### config.mk
export PLATFORM = sky130hd
export DESIGN_NAME = lpht_ctrl
export DESIGN_NICKNAME = d
export VERILOG_FILES = /design/src/hw/rtl/lpht_pkg.sv /design/src/hw/rtl/lpht_ctrl.sv
export SDC_FILE = /design/constraint.sdc
export NUM_CORES = 1
export LEC_CHECK = 0
export BUFFER_PORTS_ARGS = -buffer_cell sky130_fd_sc_hd__buf_2
export CAP_MARGIN = 25
export CORE_AREA = 10 10 52 54
export CTS_BUF_LIST = sky130_fd_sc_hd__clkbuf_8
export CTS_CLUSTER_DIAMETER = 40
export DETAILED_ROUTE_END_ITERATION = 10
export DIE_AREA = 0 0 62 64
export GPL_TIMING_DRIVEN = 0
export PLACE_DENSITY = 0.69
export SYNTH_ARGS = -nofsm -noshare
export SYNTH_HDL_FRONTEND = slang
export SYNTH_SLANG_ARGS = --single-unit
### constraint.sdc
create_clock -name clk_i -period 3.2 [get_ports clk_i]
set_input_delay 0.32 -clock clk_i [delete_from_list [all_inputs] [get_ports clk_i]]
set_output_delay 0.32 -clock clk_i [all_outputs]
set_load 0.02 [all_outputs]
### src/hw/rtl/lpht_pkg.sv
// shared types and constants of the linear probing hash table
`timescale 1ns / 1ps
`default_nettype none
package lpht_pkg;

  localparam int TableSlots = 1024;
  localparam int ValueBits  = 32;
  localparam int KeyBits    = 64;
  localparam int SlotBits   = $clog2(TableSlots);
  localparam int CapBits    = $clog2(TableSlots + 1);
  localparam int PctBits    = 7;
  localparam int CfgIdxBits = 2;
  localparam int CfgBits    = 64;
  localparam int ModSteps   = KeyBits / 2;
  localparam int ModCntBits = $clog2(ModSteps);
  localparam int LoadBits   = CapBits + 1 + PctBits + 1;

  localparam logic [63:0] MixC1 = 64'hbf58476d1ce4e5b9;
  localparam logic [63:0] MixC2 = 64'h94d049bb133111eb;

  localparam logic [CfgIdxBits-1:0] CfgCapacity = 2'd0;
  localparam logic [CfgIdxBits-1:0] CfgMaxLoad  = 2'd1;
  localparam logic [CfgIdxBits-1:0] CfgTombKey  = 2'd2;

  typedef enum logic [1:0] {
    REQ_GET    = 2'd0,
    REQ_PUT    = 2'd1,
    REQ_REMOVE = 2'd2,
    REQ_NONE   = 2'd3
  } req_e;

  typedef enum logic [2:0] {
    RSP_FOUND     = 3'd0,
    RSP_INSERTED  = 3'd1,
    RSP_NOT_FOUND = 3'd2,
    RSP_REJECTED  = 3'd3,
    RSP_FULL      = 3'd4
  } rsp_e;

  typedef enum logic [1:0] {
    SLOT_EMPTY = 2'd0,
    SLOT_LIVE  = 2'd1,
    SLOT_TOMB  = 2'd2
  } slot_e;

  typedef struct packed {
    logic accept;
    logic clr_step;
    logic hash_step;
    logic mod_init;
    logic mod_step;
    logic probe_next;
    logic commit;
    logic load_calc;
    logic out_load;
  } cmd_t;

  typedef struct packed {
    logic clr_last;
    logic skip;
    logic hash_last;
    logic mod_last;
    logic hit;
    logic empty;
    logic exhausted;
  } sts_t;

endpackage
`default_nettype wire

### src/hw/rtl/lpht_ctrl.sv
// controller state machine of the hash table
`timescale 1ns / 1ps
`default_nettype none
module lpht_ctrl (
  input  wire logic           clk_i,
  input  wire logic           rst_ni,
  input  wire logic           in_valid_i,
  output logic                in_ready_o,
  output logic                out_valid_o,
  input  wire logic           out_ready_i,
  input  wire lpht_pkg::sts_t sts_i,
  output lpht_pkg::cmd_t      cmd_o
);
  import lpht_pkg::*;

  typedef enum logic [8:0] {
    ST_CLEAR = 9'b000000001,
    ST_IDLE  = 9'b000000010,
    ST_HASH  = 9'b000000100,
    ST_MINIT = 9'b000001000,
    ST_MOD   = 9'b000010000,
    ST_READ  = 9'b000100000,
    ST_CHECK = 9'b001000000,
    ST_LOAD  = 9'b010000000,
    ST_OUT   = 9'b100000000
  } state_e;

  state_e state_q, state_d;
  logic   out_valid_q, out_valid_d;

  always_comb begin
    state_d    = state_q;
    cmd_o      = '0;
    in_ready_o = 1'b0;
    unique case (state_q)
      ST_CLEAR: begin
        cmd_o.clr_step = 1'b1;
        if (sts_i.clr_last) begin
          state_d = ST_IDLE;
        end
      end
      ST_IDLE: begin
        in_ready_o = 1'b1;
        if (in_valid_i) begin
          cmd_o.accept = 1'b1;
          state_d      = ST_HASH;
        end
      end
      ST_HASH: begin
        if (sts_i.skip) begin
          state_d = ST_LOAD;
        end else begin
          cmd_o.hash_step = 1'b1;
          if (sts_i.hash_last) begin
            state_d = ST_MINIT;
          end
        end
      end
      ST_MINIT: begin
        cmd_o.mod_init = 1'b1;
        state_d        = ST_MOD;
      end
      ST_MOD: begin
        cmd_o.mod_step = 1'b1;
        if (sts_i.mod_last) begin
          state_d = ST_READ;
        end
      end
      ST_READ: begin
        state_d = ST_CHECK;
      end
      ST_CHECK: begin
        if (sts_i.hit || sts_i.empty || sts_i.exhausted) begin
          cmd_o.commit = 1'b1;
          state_d      = ST_LOAD;
        end else begin
          cmd_o.probe_next = 1'b1;
          state_d          = ST_READ;
        end
      end
      ST_LOAD: begin
        cmd_o.load_calc = 1'b1;
        state_d         = ST_OUT;
      end
      ST_OUT: begin
        if (!out_valid_q || out_ready_i) begin
          cmd_o.out_load = 1'b1;
          state_d        = ST_IDLE;
        end
      end
      default: state_d = ST_CLEAR;
    endcase
  end

  always_comb begin
    out_valid_d = out_valid_q;
    if (cmd_o.out_load) begin
      out_valid_d = 1'b1;
    end else if (out_ready_i) begin
      out_valid_d = 1'b0;
    end
  end

  always_ff @(posedge clk_i or negedge rst_ni) begin
    if (!rst_ni) begin
      state_q     <= ST_CLEAR;
      out_valid_q <= 1'b0;
    end else begin
      state_q     <= state_d;
      out_valid_q <= out_valid_d;
    end
  end

  assign out_valid_o = out_valid_q;

endmodule
`default_nettype wire

==> Word level (Yosys, flattened, before mapping) <==
Index checks and enable logic that the tools add are counted.
{ "totals": {"input_bits": 11, "output_inout_bits": 11, "regBits": 10, "wordCells": 46} }
{ "op_classes": {"n_eq_ne": 14, "n_reduce_logical": 6, "muxes": 24} }
{ "ops": {"columns": ["cell", "n"], "rows": [
  ["9-bit case mux with 9 select lines", 1],
  ["9-bit two-way mux", 6],
  ["1-bit two-way mux", 15],
  ["9-bit by 1-bit equality test with 1-bit output, second input constant", 1],
  ["9-bit by 2-bit equality test with 1-bit output, second input constant", 1],
  ["9-bit by 3-bit equality test with 1-bit output, second input constant", 1],
  ["9-bit by 4-bit equality test with 1-bit output, second input constant", 1],
  ["9-bit by 5-bit equality test with 1-bit output, second input constant", 1],
  ["9-bit by 6-bit equality test with 1-bit output, second input constant", 1],
  ["9-bit by 7-bit equality test with 1-bit output, second input constant", 1],
  ["9-bit by 8-bit equality test with 1-bit output, second input constant", 1],
  ["9-bit equality test, second input constant", 1],
  ["8-bit two-way mux", 1],
  ["2-bit inequality test, second input constant", 4],
  ["5-bit AND reduction", 1],
  ["1-bit logical OR", 3],
  ["3-bit inequality test, second input constant", 1],
  ["2-bit two-way mux", 1],
  ["2-bit nonzero test", 1],
  ["1-bit zero test", 1]
]} }

==> Depth between registers and ports, before layout <==
{ "logic_depth": {"depth_word": 5, "mapped_depth": 5, "ltp_nobuf": 4} }

==> Worst setup path after synthesis <==
Ideal clock, no wire load.
{ "synth_path": {"path_type": "register -> output", "startpoint": "register state_q[3]", "endpoint": "output port cmd_o[3] in the netlist's numbering", "n_path_buf": 0, "path_slack_ps": 1351, "required_ps": 2880, "stages_incl_launch_ff": 4, "arrival_ps": 1529, "cell_sequence": "dfrtp_1 nor3_2 nand3_1 nor4_1"} }
{ "synth_lines": {"columns": ["element", "line_no", "source"], "rows": [
  ["start, declared", "lpht_ctrl.sv:28", "state_e state_q, state_d;"],
  ["start signal, assigned", "lpht_ctrl.sv:109", "state_q <= state_d;"],
  ["end, declared", "lpht_ctrl.sv:12", "output lpht_pkg::cmd_t cmd_o"]
]} }

==> key figures <==
Yosys
  – Ys async rst share: 100%
  – Synth top area share: 30.2%
  – Synth Register Bits: 10
  – Mapped Cells: 87
  – Register area share after synthesis: 33.7%
  – Post-synthesis simple-gate area fraction: 39.8%
  – Largest family of logic cells by synthesized area: simple AND/OR/NAND/NOR gates
  – Synth top area cells: dfrtp_1, nor3b_1, nor4_1
  – Leading area contributor after synthesis: dfrtp_1
  – Adder-cell share of the synthesized area: 0%
  – Number of enable flip-flop cells after synthesis: 0
  – Synth unique cells: 32
  – Post-Syn Area: 746 µm²
  – Post-synth top flop: dfrtp_1
  – Net Count, Synth: 98
  – Avg Cell Area, Syn: 8.57 µm²
  – Multiplexer area fraction after synthesis: 0%
  – Synth Area in Compound Gates: 10.9%
  – XOR/XNOR Fraction of Synth Area: 3.52%
  – Syn. warnings: 0

Global route
  – Vias in the first global route: 696
  – Largest net degree at the start of global routing: 11
  – Grt ovf: 0
  – Global-route wire length before repair: 3170 µm
  – Initial antenna violation count: 0
  – Global Route Usage Sum: 10.2%

Critical path
  – Critical path endpoint category: output pin
  – Crit path launch type: flip-flop
  – CP Data Required Time: 2.88 ns
  – Arrival @ worst endpoint: 1.72 ns
  – Critical path type: flip-flop to output pin
  – Critical-path maximum fanout: 7

STA
  – Worst-Margin Slew: 0.497 ns
  – Final Cycle Share: 63.7%
  – Hold_ws: 0.285 ns
  – Final hold viol count: 0
  – RSZ-0062 raised after global routing: no
  – Slew headroom: 66.6%
  – Setup TNS: 0 ns
  – # setup viols final: 0
  – Worst-case clock skew: 0.00443 ns
  – Final Max Tran Viols: 0
  – Max Clk Rate: 491 MHz
  – Final min period: 2.04 ns

Clock network
  – TritonCTS Sinks: 10
  – CTS max path bufs: 2
  – # H-tree levels: 1
  – Inserted Clock Buffers: 3
  – CTS clock-pin slew for the worst setup and hold paths: 0.05 ns
  – Root Driver: clkbuf_8
  – Clock insertion delay at the later pin of the skew report: 0.24 ns
  – TritonCTS clock tree: built

Drt
  – Wirelength, routed: 1930 µm
  – Via count: 753
  – Post-route ant nets: 0
  – DRT Pass-1 Iters: 4
  – Routed WL per cell: 14.0 µm
  – Via-to-Cell Ratio: 5.46
  – Initial DRC Count: 13
  – # DRC: 0

Placed design
  – Port buffer count: 21
  – Dpl cell area: 882 µm²
  – Dpl hpwl: 1440 µm
  – GPL Wtd Cong: 0.875

Floorplanning
  – Initial Utilization: 43.7%
  – Core Area: 1710 µm²
  – Die ar.: 3970 µm²
  – Site Rows: 15
  – Die height: 64 µm
  – Die Wd: 62 µm
  – Ports: 22

Final layout
  – Diode count: 0
  – Final nets: 125
  – Cell area after layout: 947 µm²
  – P&R area growth vs syn: 27.0%
  – Post-layout util: 55.5%
  – Layout cells sized above 1: 35.4%

Flow run
  – Maxcap violations: 0

Power and ir drop
  – Worst vdd ir: 649 µV
  – Power Density: 631 nW/µm²
  – Leak: 0.000489 µW

Hold path
  – Hold WC Path Type: primary input to flip-flop

Run status
  – Status: finished, final reports clean
## worst paths after layout
path / startpoint / endpoint / slack [ns] / cells after the start
hold / removal: out_ready_i / out_valid_o / 0.29 / 2
setup reg to reg: state_q[0] / state_q[0] / 1.58 / 5
hold reg to reg: out_valid_o / out_valid_o / 0.55 / 2
max in group asynchronous: rst_ni / state_q[0] / 2.47 / 2
setup / recovery: state_q[3] / cmd_o[3] / 1.16 / 4
min in group asynchronous: rst_ni / state_q[8] / 0.47 / 2
## layout by cell type (no fill, tap or decap), drive strengths merged
cell type / netlist / final
nand3: 7 / 7
buf: 8 / 29
clkbuf: 0 / 4
dlygate4sd3: 0 / 1
inv: 8 / 8
and4b: 1 / 1
a21oi: 1 / 1
nor3b: 5 / 5
nor4: 8 / 8
nand4b: 1 / 1
dfrtp: 9 / 9
a32o: 1 / 1
nand4: 3 / 3
nor3: 5 / 5
o211ai: 1 / 1
xnor2: 1 / 1
and2: 1 / 1
nand2: 2 / 2
nor2b: 1 / 1
nand2b: 1 / 1
o22ai: 2 / 2
nor2: 8 / 8
o2111ai: 2 / 2
dfstp: 1 / 1
o22a: 1 / 1
and3: 3 / 3
xor2: 2 / 2
o21ai: 4 / 4
## cells in the mapped netlist, types with 2 or more instances
library cell and instances:
nand2_1 2, buf_6 2, xor2_1 2, o22ai_1 2
buf_2 3, o2111ai_1 2, nor3_1 4, inv_1 8
nor4_1 6, nor2_1 8, nand3_1 7, nand4_1 3
and3_1 2, nor3b_1 5, buf_4 3, o21ai_0 4
dfrtp_1 9
## kinds of logic after synthesis
family                 after synthesis
AO/OA/AOI/OAI                       12
flip-flops                          10
AND/OR/NAND/NOR                     46
buffers and inverters               16
XOR/XNOR                             3
## worst max-delay path, stage by stage (launching register included)
cell and delay, ns:
dfrtp_1 0.47, nor3_2 0.43, nand3_1 0.19, nor4_1 0.18, buf_2 0.21
## metrics by stage
stage          power, µW  std cells  setup WS [ns]
2_1_floorplan        369         87           1.35
3_5_place_dp         433        133           1.45
4_1_cts              597        138           1.18
6_report             598        138           1.16
3_3_place_gp         429        133           1.47
5_1_grt              642        138          0.947
## state kept, by name, summed over array words and instances (netlist names)
| name | count |
|---|---|
| out_valid_o | 1 |
| state_q | 9 |
## report_power, final
part	internal, µW	total, µW	switching [µW]
Combinational	112	280	168
Clock	108	161	52.8
Sequential	148	157	9.34
## repair_timing
action	in CTS	in global routing
setup buffers	0	0
hold buffers	1	0
hold endpoints to repair	9	0
resized for setup	0	0
## layout make-up
cell class / instances / area (µm²)
Fill cell: 164 / 761
Multi-Input combinational cell: 61 / 404
Timing Repair Buffer: 22 / 115
Clock buffer: 4 / 55.1
Inverter: 8 / 30.0
Sequential cell: 10 / 251
Buffer: 8 / 60.1
Tap cell: 25 / 31.3
## per-layer routing
layer  vias up  global-route usage [%]  part of all wire (%)
met5         -                       0                     0
met1       344                    12.6                    42
met4         0                    1.68                   1.5
met2        32                    15.5                    47
met3         6                    5.14                   9.3
li1        371                       -                     -
Note: power is estimated with default switching activity, not from simulation.
